## config.mk

```make
export PLATFORM = sky130hd
export DESIGN_NAME = pcs_visit_cell
export DESIGN_NICKNAME = d
export VERILOG_FILES = /design/src/rtl/core/pcs_pkg.sv /design/src/rtl/core/pcs_visit_cell.sv
export SDC_FILE = /design/constraint.sdc
export NUM_CORES = 1
export LEC_CHECK = 0
export BUFFER_PORTS_ARGS = -buffer_cell sky130_fd_sc_hd__buf_2
export CAP_MARGIN = 30
export CORE_ASPECT_RATIO = 0.8
export CORE_MARGIN = 3
export CORE_UTILIZATION = 35
export CTS_CLUSTER_SIZE = 20
export DETAILED_ROUTE_END_ITERATION = 8
export PLACE_DENSITY = 0.72
export SLEW_MARGIN = 15
export SYNTH_ARGS = -nofsm -noshare
export SYNTH_HDL_FRONTEND = slang
export SYNTH_SLANG_ARGS = --single-unit
```

## constraint.sdc

```tcl
create_clock -name clock -period 1.9 [get_ports clock]
set_clock_uncertainty 0.1 [all_clocks]
set_input_delay 0.095 -clock clock [delete_from_list [all_inputs] [get_ports clock]]
set_output_delay 0.095 -clock clock [all_outputs]
set_load 0.005 [all_outputs]
```

## src/rtl/core/pcs_pkg.sv

```systemverilog
// Shared constants, codes and types for the path corridor splice block.
`default_nettype none
package pcs_pkg;

   // Storage geometry
   localparam int CORR_DEPTH = 256;
   localparam int CORR_AW    = $clog2(CORR_DEPTH);
   localparam int CNT_W      = CORR_AW + 1;
   localparam int VIS_DEPTH  = 16;
   localparam int VIS_IW     = $clog2(VIS_DEPTH);
   localparam int VIS_CW     = VIS_IW + 1;

   // Field widths
   localparam int REF_W  = 32;
   localparam int CMD_W  = 3;
   localparam int IDX_W  = 8;
   localparam int STAT_W = 2;
   localparam int LEN_W  = 9;

   // Command codes
   localparam logic [CMD_W-1:0] CMD_APPEND_CORR = 3'd0;
   localparam logic [CMD_W-1:0] CMD_APPEND_VIS  = 3'd1;
   localparam logic [CMD_W-1:0] CMD_SPLICE      = 3'd2;
   localparam logic [CMD_W-1:0] CMD_READ        = 3'd3;
   localparam logic [CMD_W-1:0] CMD_CLEAR       = 3'd4;

   // Status codes
   localparam logic [STAT_W-1:0] STAT_OK    = 2'd0;
   localparam logic [STAT_W-1:0] STAT_FULL  = 2'd1;
   localparam logic [STAT_W-1:0] STAT_RANGE = 2'd2;

   // Register map
   localparam int                CSR_AW          = 2;
   localparam logic [CSR_AW-1:0] CSR_MAX_LEN     = 2'd0;
   localparam logic [LEN_W-1:0]  MAX_LEN_RESET   = 9'd256;

   // Control for the visited cell chain
   typedef struct packed {
      logic push;
      logic pop;
      logic clear;
   } cell_ctl_type;

endpackage
`default_nettype wire

```

## src/rtl/core/pcs_visit_cell.sv

```systemverilog
// One visited-list cell: holds a reference, shifts with its neighbors, compares a probe.
`default_nettype none
module pcs_visit_cell (
   input  wire logic                      clock,
   input  wire logic                      reset,
   input  wire pcs_pkg::cell_ctl_type     ctl,
   input  wire logic [pcs_pkg::REF_W-1:0] prev_value,
   input  wire logic                      prev_valid,
   input  wire logic [pcs_pkg::REF_W-1:0] next_value,
   input  wire logic                      next_valid,
   input  wire logic [pcs_pkg::REF_W-1:0] probe,
   output logic      [pcs_pkg::REF_W-1:0] value,
   output logic                           valid,
   output logic                           match
);

   logic [pcs_pkg::REF_W-1:0] value_ff;
   logic                      valid_ff;

   // Track occupancy: clear empties, push takes from below, pop takes from above
   always_ff @(posedge clock) begin
      if (reset) begin
         valid_ff <= 1'b0;
      end else if (ctl.clear) begin
         valid_ff <= 1'b0;
      end else if (ctl.push) begin
         valid_ff <= prev_valid;
      end else if (ctl.pop) begin
         valid_ff <= next_valid;
      end
   end

   // Shift the stored reference
   always_ff @(posedge clock) begin
      if (ctl.push) begin
         value_ff <= prev_value;
      end else if (ctl.pop) begin
         value_ff <= next_value;
      end
   end

   assign value = value_ff;
   assign valid = valid_ff;
   assign match = valid_ff && (value_ff == probe);

endmodule
`default_nettype wire

```

==> qor.txt, run 1 <==
Largest net degree at the start of global routing: 22
Min Clock Period, post-route: 1.856 ns
Total track usage: 0.1612
CP max FO: 2
# clock sinks: 33
Final WL: 4677 µm
Max-slew violations: 0
Routability congestion estimate: 0.8006
Top post-synthesis cells by count: edfxtp_1 (32), mux2_2 (32), xor2_1 (31)
Core box area: 0.004707 mm²
Status: complete, no violations
Clk root buf: clkbuf_8
Grt total ovfl: 0
Endpoints failing hold: 0
Vias in the first global route: 1551
CTS Buffer Depth: 2
Synth top area share: 0.5501
Syn Nets: 221
Avg Inst Size Synth: 14.80 µm²
Worst path required time: 1.70 ns
Num CTS Buffers: 5
CTS tree: built
Layout area overhead: 52.22%
Multi-input gate area: 764.5 µm²
Initial Utilization: 0.3711
Final cell count without fillers: 326
H-tree levels: 2
Maxcap violations: 0
Crit path kind: reg -> out
Register area: 980.9 µm²
Final nets: 368
Mapped Cells: 118
Overall die width: 84.98 µm
Die area: 0.005879 mm²
Least-Margin Pin Slew: 0.3504 ns
Final period util: 0.9770
Rel. slew slack: 0.7664
Worst EP arrival: 1.66 ns
EDFF count, synth: 32
Post-route ant nets: 0
Initial antenna violation count: 0
Leakage: 1.234 nW
Fillers: 414
Hold Crit Class: in -> reg
DRC viols: 0
Vias after detailed routing: 1471
Clk_lat worst skew: 0.27 ns
Seq/Total Area, Yosys: 0.5616
Placed Cells: 315
Layout cells sized above 1: 0.6917
Global-route wire length before repair: 7341 µm
ANT cells: 0
Row Count: 22
Register bit total from synthesis: 33
RSZ-0062 raised after global routing: yes
Yosys warns: 0
Pre-antenna DRT Iters: 2
Cell Area, Synth: 0.001747 mm²
Num ports: 137
Port Buf Inserts: 136
Die Ht: 69.19 µm
Clk slew on worst S/H paths: 0.06 ns
Vias per cell: 4.512
Crit. End Element: primary output
Per-cell routed wire length: 14.35 µm
1st-iter DRT viols: 16
Share of flip-flops with an asynchronous set or reset: 0
Main flop type after synthesis: edfxtp_1
TNS Setup: 0 ns
Crit path launch type: register
Achievable Freq: 538.7 MHz
PD cells: 688.2 mW/mm²
Hold_ws: 0.01917 ns
Final setup fails: 0
Top cells by area, synth: edfxtp_1 (55%), mux2_2 (21%), xor2_1 (16%), nor4_1 (2.5%), buf_2 (1.1%)
Dpl hpwl: 3961 µm
Maximum vdd drop: 0.3653 mV
Yosys top cell by area: edfxtp_1
Synth cell types: 15
-- sequential cells by signal, summed over array words and instances (netlist names) --
| register | cells |
|---|---|
| value | 32 |
| valid | 1 |
-- stage by stage --
stage,cell area [µm²],power (mW),setup WS [ns],util
finish,2659,1.830,0.04374,0.5649
global route,2659,1.936,-0.09480,0.5649
CTS,2651,1.864,-0.002044,0.5633
detailed placement,2532,1.352,0.1816,0.5380
global placement,2532,1.339,0.2994,0.5380
floorplan,1747,1.120,0.4749,-
-- cells in the final DEF, fill, tap and decap left out --
cell	n
xnor2_1	1
nor4_2	3
nor3_2	1
a21oi_1	1
xor2_1	31
nor2_1	1
buf_12	1
nand3_1	2
clkbuf_8	5
buf_2	136
mux2i_1	1
nand4_1	1
nor4_1	4
dlygate4sd3_1	2
nor3_1	2
clkbuf_1	3
or2_2	1
mux2_2	32
dfxtp_1	1
buf_4	5
edfxtp_1	32
-- worst paths after layout --
path / start / endpoint / slack (ns) / cells past startpoint
setup / recovery: value[22] / match / 0.04 / 5
hold / removal: next_value[17] / value[17] / 0.02 / 2
setup reg to reg: valid / valid / 0.44 / 5
hold reg to reg: valid / valid / 1.18 / 5
-- where the power goes --
part | internal, mW | switching, mW
logic | 0.235 | 0.166
registers | 0.893 | 0.0490
clock network | 0.260 | 0.226
-- area by class of cell --
type	instances	share of cell area
sequential	33	0.3689
clock buffer	8	0.03012
multi-input combinational	81	0.2875
timing repair buffer	144	0.2852
tap	60	0.02824
-- cell families after synthesis --
family	after synthesis	synth area share
multiplexers	33	0.2120
AND/OR/NAND/NOR	15	0.05158
flip-flops	33	0.5616
AO/OA/AOI/OAI	1	0.002863
XOR/XNOR	32	0.1605
buffers and inverters	4	0.01146
-- critical path, cell delays in order (launching register included) --
cell	delay, ns
edfxtp_1	0.40
xor2_1	0.17
nor4_2	0.34
nand4_1	0.20
nor3_2	0.13
buf_2	0.14
-- what timing repair did --
| item | CTS | global route |
|---|---|---|
| resized for setup | 3 | 0 |
| pin swaps | 3 | 2 |
| endpoints found under the hold margin | 1 | 0 |
| buffers inserted | 0 | 1 |
| hold buffers | 2 | 0 |
| setup endpoints to repair | 1 | 1 |
-- routing by layer --
layer  wire (µm)  GRT usage  vias up  part of all wire
li1            -          -      730                 -
met1        1771     0.1862      661              0.38
met2        2463     0.2853       76              0.53
met3         387    0.04038        4             0.083
met4          55    0.05975        0             0.012
met5           0          0        -                 0
No activity file was read; power rests on OpenSTA's default activity.
==> run 2, diff against run 1 <==
ABC_AREA = 1   (was unset)
PLACE_DENSITY = 0.69   (was 0.72)
==> run 2 against run 1 <==
  * Combinational power up 35%
  * Final cell count up 69%
  * Die area up 14%
  * Critical path depth unchanged
  * Wire length up 41%
  * Sequential share of layout area down 8.0 points
  * Total power up 14%
  * Hold slack worse by 0.019 ns
  * Worst setup slack better by 0.094 ns
  * First-iteration DRC count rose to 4.2 times the previous value
  * Largest cell class is now non-clock buffers
  * Largest power group unchanged
==> qor.txt, run 2 <==
Status: complete, no violations
Die Ht: 73.69 µm
CTS Buffer Depth: 2
Num ports: 137
Synth cell types: 16
Vias in the first global route: 2328
Core box area: 0.005266 mm²
Top cells by area, synth: edfxtp_1 (48%), nand2_1 (29%), inv_1 (7.5%), nor2_1 (4.9%), xnor2_1 (2.2%)
Compound-Gate Fraction of Synth Area: 0.01748
Largest net degree at the start of global routing: 34
Initial Utilization: 0.3806
Most frequent cells in the layout: nand2_1 (157), buf_2 (136), dlygate4sd3_1 (52)
Main combinational cell family by area after synthesis: simple AND/OR/NAND/NOR gates
Syn Nets: 386
Maximum vdd drop: 0.3291 mV
TNS Setup: 0 ns
Pre-antenna DRT Iters: 4
Clk slew on worst S/H paths: 0.07 ns
Avg Inst Size Synth: 7.083 µm²
EDFF count, synth: 32
Rel. slew slack: 0.6849
CP max FO: 2
Main flop type after synthesis: edfxtp_1
Placed Cells: 491
Final setup fails: 0
Clk_lat worst skew: 0.28 ns
ANT cells: 0
Min Clock Period, post-route: 1.762 ns
Grt total ovfl: 0
Clk root buf: clkbuf_8
Final cell count without fillers: 551
Routability congestion estimate: 0.7999
Top post-synthesis cells by count: nand2_1 (157), inv_1 (40), edfxtp_1 (32)
Worst Path Buf+Inv: 1
Mux cell area share after synthesis: 0
Endpoints failing hold: 0
Achievable Freq: 567.4 MHz
RR Endpoint: valid
WHS Path Cells: 3
Crit. End Element: primary output
Synth top area share: 0.4794
Global-route wire length before repair: 10520 µm
Max-slew violations: 0
Cell Area, Synth: 0.002004 mm²
Initial antenna violation count: 0
CP max stage delay: 0.42 ns
Most numerous cell in the Yosys netlist: nand2_1
Post_cts resized: 0
Yosys top cell by area: edfxtp_1
CP Cell Sequence: xor2_1, nor3_1, nand3_1, nor2_1, buf_2
Post-Synth XOR/XNOR Area: 0.03933
1st-iter DRT viols: 67
Number of hold buffers added after CTS: 52
PD cells: 612.6 mW/mm²
Number of flip-flops in the largest register: 32
Post-route ant nets: 0
Per-cell routed wire length: 11.97 µm
Final WL: 6595 µm
Register bit total from synthesis: 33
Die area: 0.006677 mm²
Seq/Total Area, Yosys: 0.4894
Row Count: 23
Simple-Gate Fraction of Synth Area: 0.3596
Worst r2r src: valid
Final period util: 0.9275
Mapped Cells: 283
# clock sinks: 33
R2r setup slk: 1.05 ns
Total track usage: 0.2026
Vias after detailed routing: 2321
Hold Crit Class: in -> reg
H-tree levels: 2
Overall die width: 90.61 µm
Yosys warns: 0
Min-delay src: prev_value[23]
Share of flip-flops with an asynchronous set or reset: 0
Post-synthesis adder-cell area fraction: 0
Port Buf Inserts: 136
Layout area overhead: 69.23%
Setup Buffers After CTS: 0
Leakage: 1.923 nW
Most common cell after layout, fill and taps aside: nand2_1
Final nets: 578
Vias per cell: 4.212
RSZ-0062 raised after global routing: no
Top Family by Delay on Critical Path: simple AND/OR/NAND/NOR gates
Worst EP arrival: 1.57 ns
Crit path kind: reg -> out
R2R cell count: 4
Dpl hpwl: 4836 µm
Worst path required time: 1.70 ns
Crit path launch type: register
Worst hold endpoint: value[23]
Layout cells sized above 1: 0.3151
Least-Margin Pin Slew: 0.4726 ns
CTS tree: built
Num CTS Buffers: 5
Worst path slowest cell: edfxtp_1
Maxcap violations: 0
DRC viols: 0
run 2: cell count changes after synthesis, moves of 7 or more:
cell     delta
nand2_1   +157
inv_1      +40
mux2_2     -32
xor2_1     -27
nor2_1     +25
nor4_1      -7
run 2: cells by family after synthesis:
| logic type | count (synthesis) |
|---|---|
| simple gates | 189 |
| buf+inv | 47 |
| flops | 33 |
| xor+xnor | 9 |
| compound gates | 5 |
run 2: metrics by stage:
step | total power, mW | setup slack [ns] | hold slack, ns | util | instance area (µm²)
after floorplan | 1.162 | 0.7688 | 0.1375 | - | 2004
after global placement | 1.395 | 0.4122 | 0.2285 | 0.5260 | 2770
after detailed placement | 1.406 | 0.4652 | 0.2421 | 0.5260 | 2770
after CTS | 2.087 | 0.1309 | 0.001562 | 0.6441 | 3392
after global routing | 2.195 | 0.04310 | 0.007975 | 0.6441 | 3392
final | 2.078 | 0.1377 | 0.0006584 | 0.6441 | 3392
run 2: final cells by class:
type / instances / area (µm²)
Inverter: 40 / 150.1
Multi-Input combinational cell: 203 / 834.6
Fill cell: 475 / 1874
Tap cell: 75 / 93.84
Clock buffer: 7 / 96.34
Timing Repair Buffer: 192 / 1231
Clock inverter: 1 / 5.005
Sequential cell: 33 / 980.9
run 2: metal layers:
layer	share of wire	routed length, µm	up-vias	track usage
li1	-	-	1229	-
met1	0.41	2727	981	0.2310
met2	0.50	3271	109	0.3739
met3	0.084	556	2	0.05834
met4	0.0062	41	0	0.05772
met5	0	0	-	0
run 2: where the power goes:
group | internal [mW] | switching, mW
Clock | 0.328 | 0.260
Sequential | 0.893 | 0.0541
Combinational | 0.300 | 0.243
Total | 1.52 | 0.557
run 2: how the worst max path moves through the flow:
stage               from  endpoint  cells after the start
6_report       value[31]     match                      5
5_1_grt        value[30]     match                      8
4_1_cts        value[31]     match                      5
3_5_place_dp   value[31]     match                      5
3_3_place_gp   value[31]     match                      5
2_1_floorplan   value[7]     match                      7
run 2: tightest hold or removal path, delay by kind of cell:
kind,cells,cell delay (ns)
buffers and inverters,1,0.08
AND/OR/NAND/NOR,2,0.10
==> run 3, diff against run 2 <==
CORE_ASPECT_RATIO = unset   (was 0.8)
==> run 3 against run 2 <==
  * Sequential share of layout area is 0.30 points lower
  * Count of clock-buffer cells in the layout is 1 higher
  * Sequential power hardly changed
  * Register-to-register slack worse by 0.51 ns
  * Maximum frequency is 1.3% higher
  * Non-clock buffer count is 3 higher
  * Cell area is 1.0% higher
  * Via count is 1.5% higher
  * Sequential cell count stayed put
  * Wire length is 3.8% lower
  * Critical path type unchanged
  * Largest cell class unchanged
  * Highest routed layer unchanged
==> qor.txt, run 3 (synthesis gave the netlist of run 2 again) <==
Clk root buf: clkbuf_8
Status: complete, no violations
Placed Cells: 485
Initial Utilization: 0.3757
Top Family by Delay on Critical Path: simple AND/OR/NAND/NOR gates
PD cells: 591.0 mW/mm²
WL met1: 2541 µm
Vias per cell: 4.290
Net Sw Frac: 0.2597
Crit path kind: reg -> out
Total track usage: 0.1850
Min-delay src: prev_value[5]
Crit. End Element: primary output
Met2 routed WL: 3241 µm
TNS Setup: 0 ns
Leakage: 1.932 nW
Final setup fails: 0
Core box area: 0.005335 mm²
Achievable Freq: 574.9 MHz
Metal3 WL: 463 µm
H-tree levels: 2
Logic pwr share: 0.270
Pwr Total: 2.025 mW
Row Count: 26
Hold Crit Class: in -> reg
Worst EP arrival: 1.54 ns
Num CTS Buffers: 5
Die Ht: 81.68 µm
CP Cell Sequence: nor2_2, nor2_1, nor2_1, nand2_1, nor2_1, nand3_1, nor2_1, buf_2
WHS Path Cells: 3
Hold_ws: 0.005379 ns
Pre-antenna DRT Iters: 4
Setup Buffers After CTS: 0
Post-route ant nets: 0
Most common cell after layout, fill and taps aside: nand2_1
Post-DP Area: 0.002756 mm²
Initial antenna violation count: 0
Max-slew violations: 0
Maxcap violations: 0
Overall die width: 81.68 µm
Most used cell, CP: nor2_1
RR Endpoint: valid
Clk slew on worst S/H paths: 0.07 ns
Final period util: 0.9156
Die area: 0.006671 mm²
Worst hold endpoint: value[5]
Crit path launch type: register
Largest net degree at the start of global routing: 34
Per-cell routed wire length: 11.55 µm
P_int: 1.499 mW
Rel. slew slack: 0.6805
Final cell count without fillers: 549
Vias in the first global route: 2197
Worst r2r src: valid
Number of flip-flops in the largest register: 32
R2r setup slk: 0.54 ns
Least-Margin Pin Slew: 0.4792 ns
Worst path required time: 1.70 ns
Clk_lat worst skew: 0.27 ns
Clk pwr share: 0.261
Highest metal used: met4
Sw power: 0.5261 mW
1st-iter DRT viols: 105
Final nets: 581
Most frequent cells in the layout: nand2_1 (157), buf_2 (136), dlygate4sd3_1 (55)
Routability congestion estimate: 0.7776
Port Buf Inserts: 136
Layout area overhead: 70.97%
Crit path from: value[26]
CTS tree: built
Vias after detailed routing: 2355
Final Cell Area: 0.003427 mm²
CP max FO: 3
CP max stage delay: 0.44 ns
Maximum vdd drop: 0.3136 mV
CTS Buffer Depth: 2
DRC viols: 0
Min Clock Period, post-route: 1.740 ns
# clock sinks: 33
Global-route wire length before repair: 9315 µm
Num ports: 137
Grt total ovfl: 0
Worst path slowest cell: edfxtp_1
Layout cells sized above 1: 0.3111
ANT cells: 0
Sequential share of power: 0.469
Fillers: 485
R2R cell count: 5
Worst Path Buf+Inv: 1
Final WL: 6343 µm
RSZ-0062 raised after global routing: no
Endpoints failing hold: 0
Dpl hpwl: 4548 µm
run 3: final cells by class:
type / instances / area, µm² / share of cell area
well taps: 70 / 87.58 / 0.02556
inverters: 40 / 150.1 / 0.04381
flip-flops and latches: 33 / 980.9 / 0.2862
clock buffers: 8 / 90.09 / 0.02629
repair buffers: 195 / 1281 / 0.3739
multi-input cells: 203 / 837.1 / 0.2442
run 3: worst max path at each step:
stage | endpoint | slack, ns | cells past startpoint
4_1_cts | valid | 0.04 | 7
6_report | match | 0.16 | 8
3_3_place_gp | valid | 0.38 | 6
2_1_floorplan | match | 0.77 | 7
3_5_place_dp | valid | 0.33 | 6
5_1_grt | match | 0.007 | 8
run 3: power by group through the flow:
stage / combinational, mW / sequential (mW) / clock [mW]
after floorplan: 0.195 / 0.966 / 0
after global placement: 0.428 / 0.961 / 0
after detailed placement: 0.435 / 0.963 / 0
after CTS: 0.542 / 0.948 / 0.546
after global routing: 0.616 / 0.960 / 0.573
final: 0.547 / 0.949 / 0.529
run 3: through the flow:
step                utilization  setup WS [ns]
floorplan                     -         0.7688
global placement         0.5167         0.3765
detailed placement       0.5167         0.3309
CTS                      0.6386        0.04261
global route             0.6424       0.006706
finish                   0.6424         0.1604
run 3: worst reg2reg max path, delay by kind of cell (launching register included):
family	cells	cell delay, ns
flip-flops	1	0.33
AND/OR/NAND/NOR	1	0.06
buffers and inverters	3	0.67
AO/OA/AOI/OAI	1	0.15
run 3: layer usage:
metal  track usage  up-vias
li1              -     1239
met5             0        -
met2        0.3445       89
met3       0.04057        9
met4       0.06146        0
met1        0.2073     1018
run 3: timing repair:
action	CTS	global route
gates resized for setup	0	1
endpoints found under the setup margin	0	2
hold buffers	56	0
hold endpoints to repair	28	0
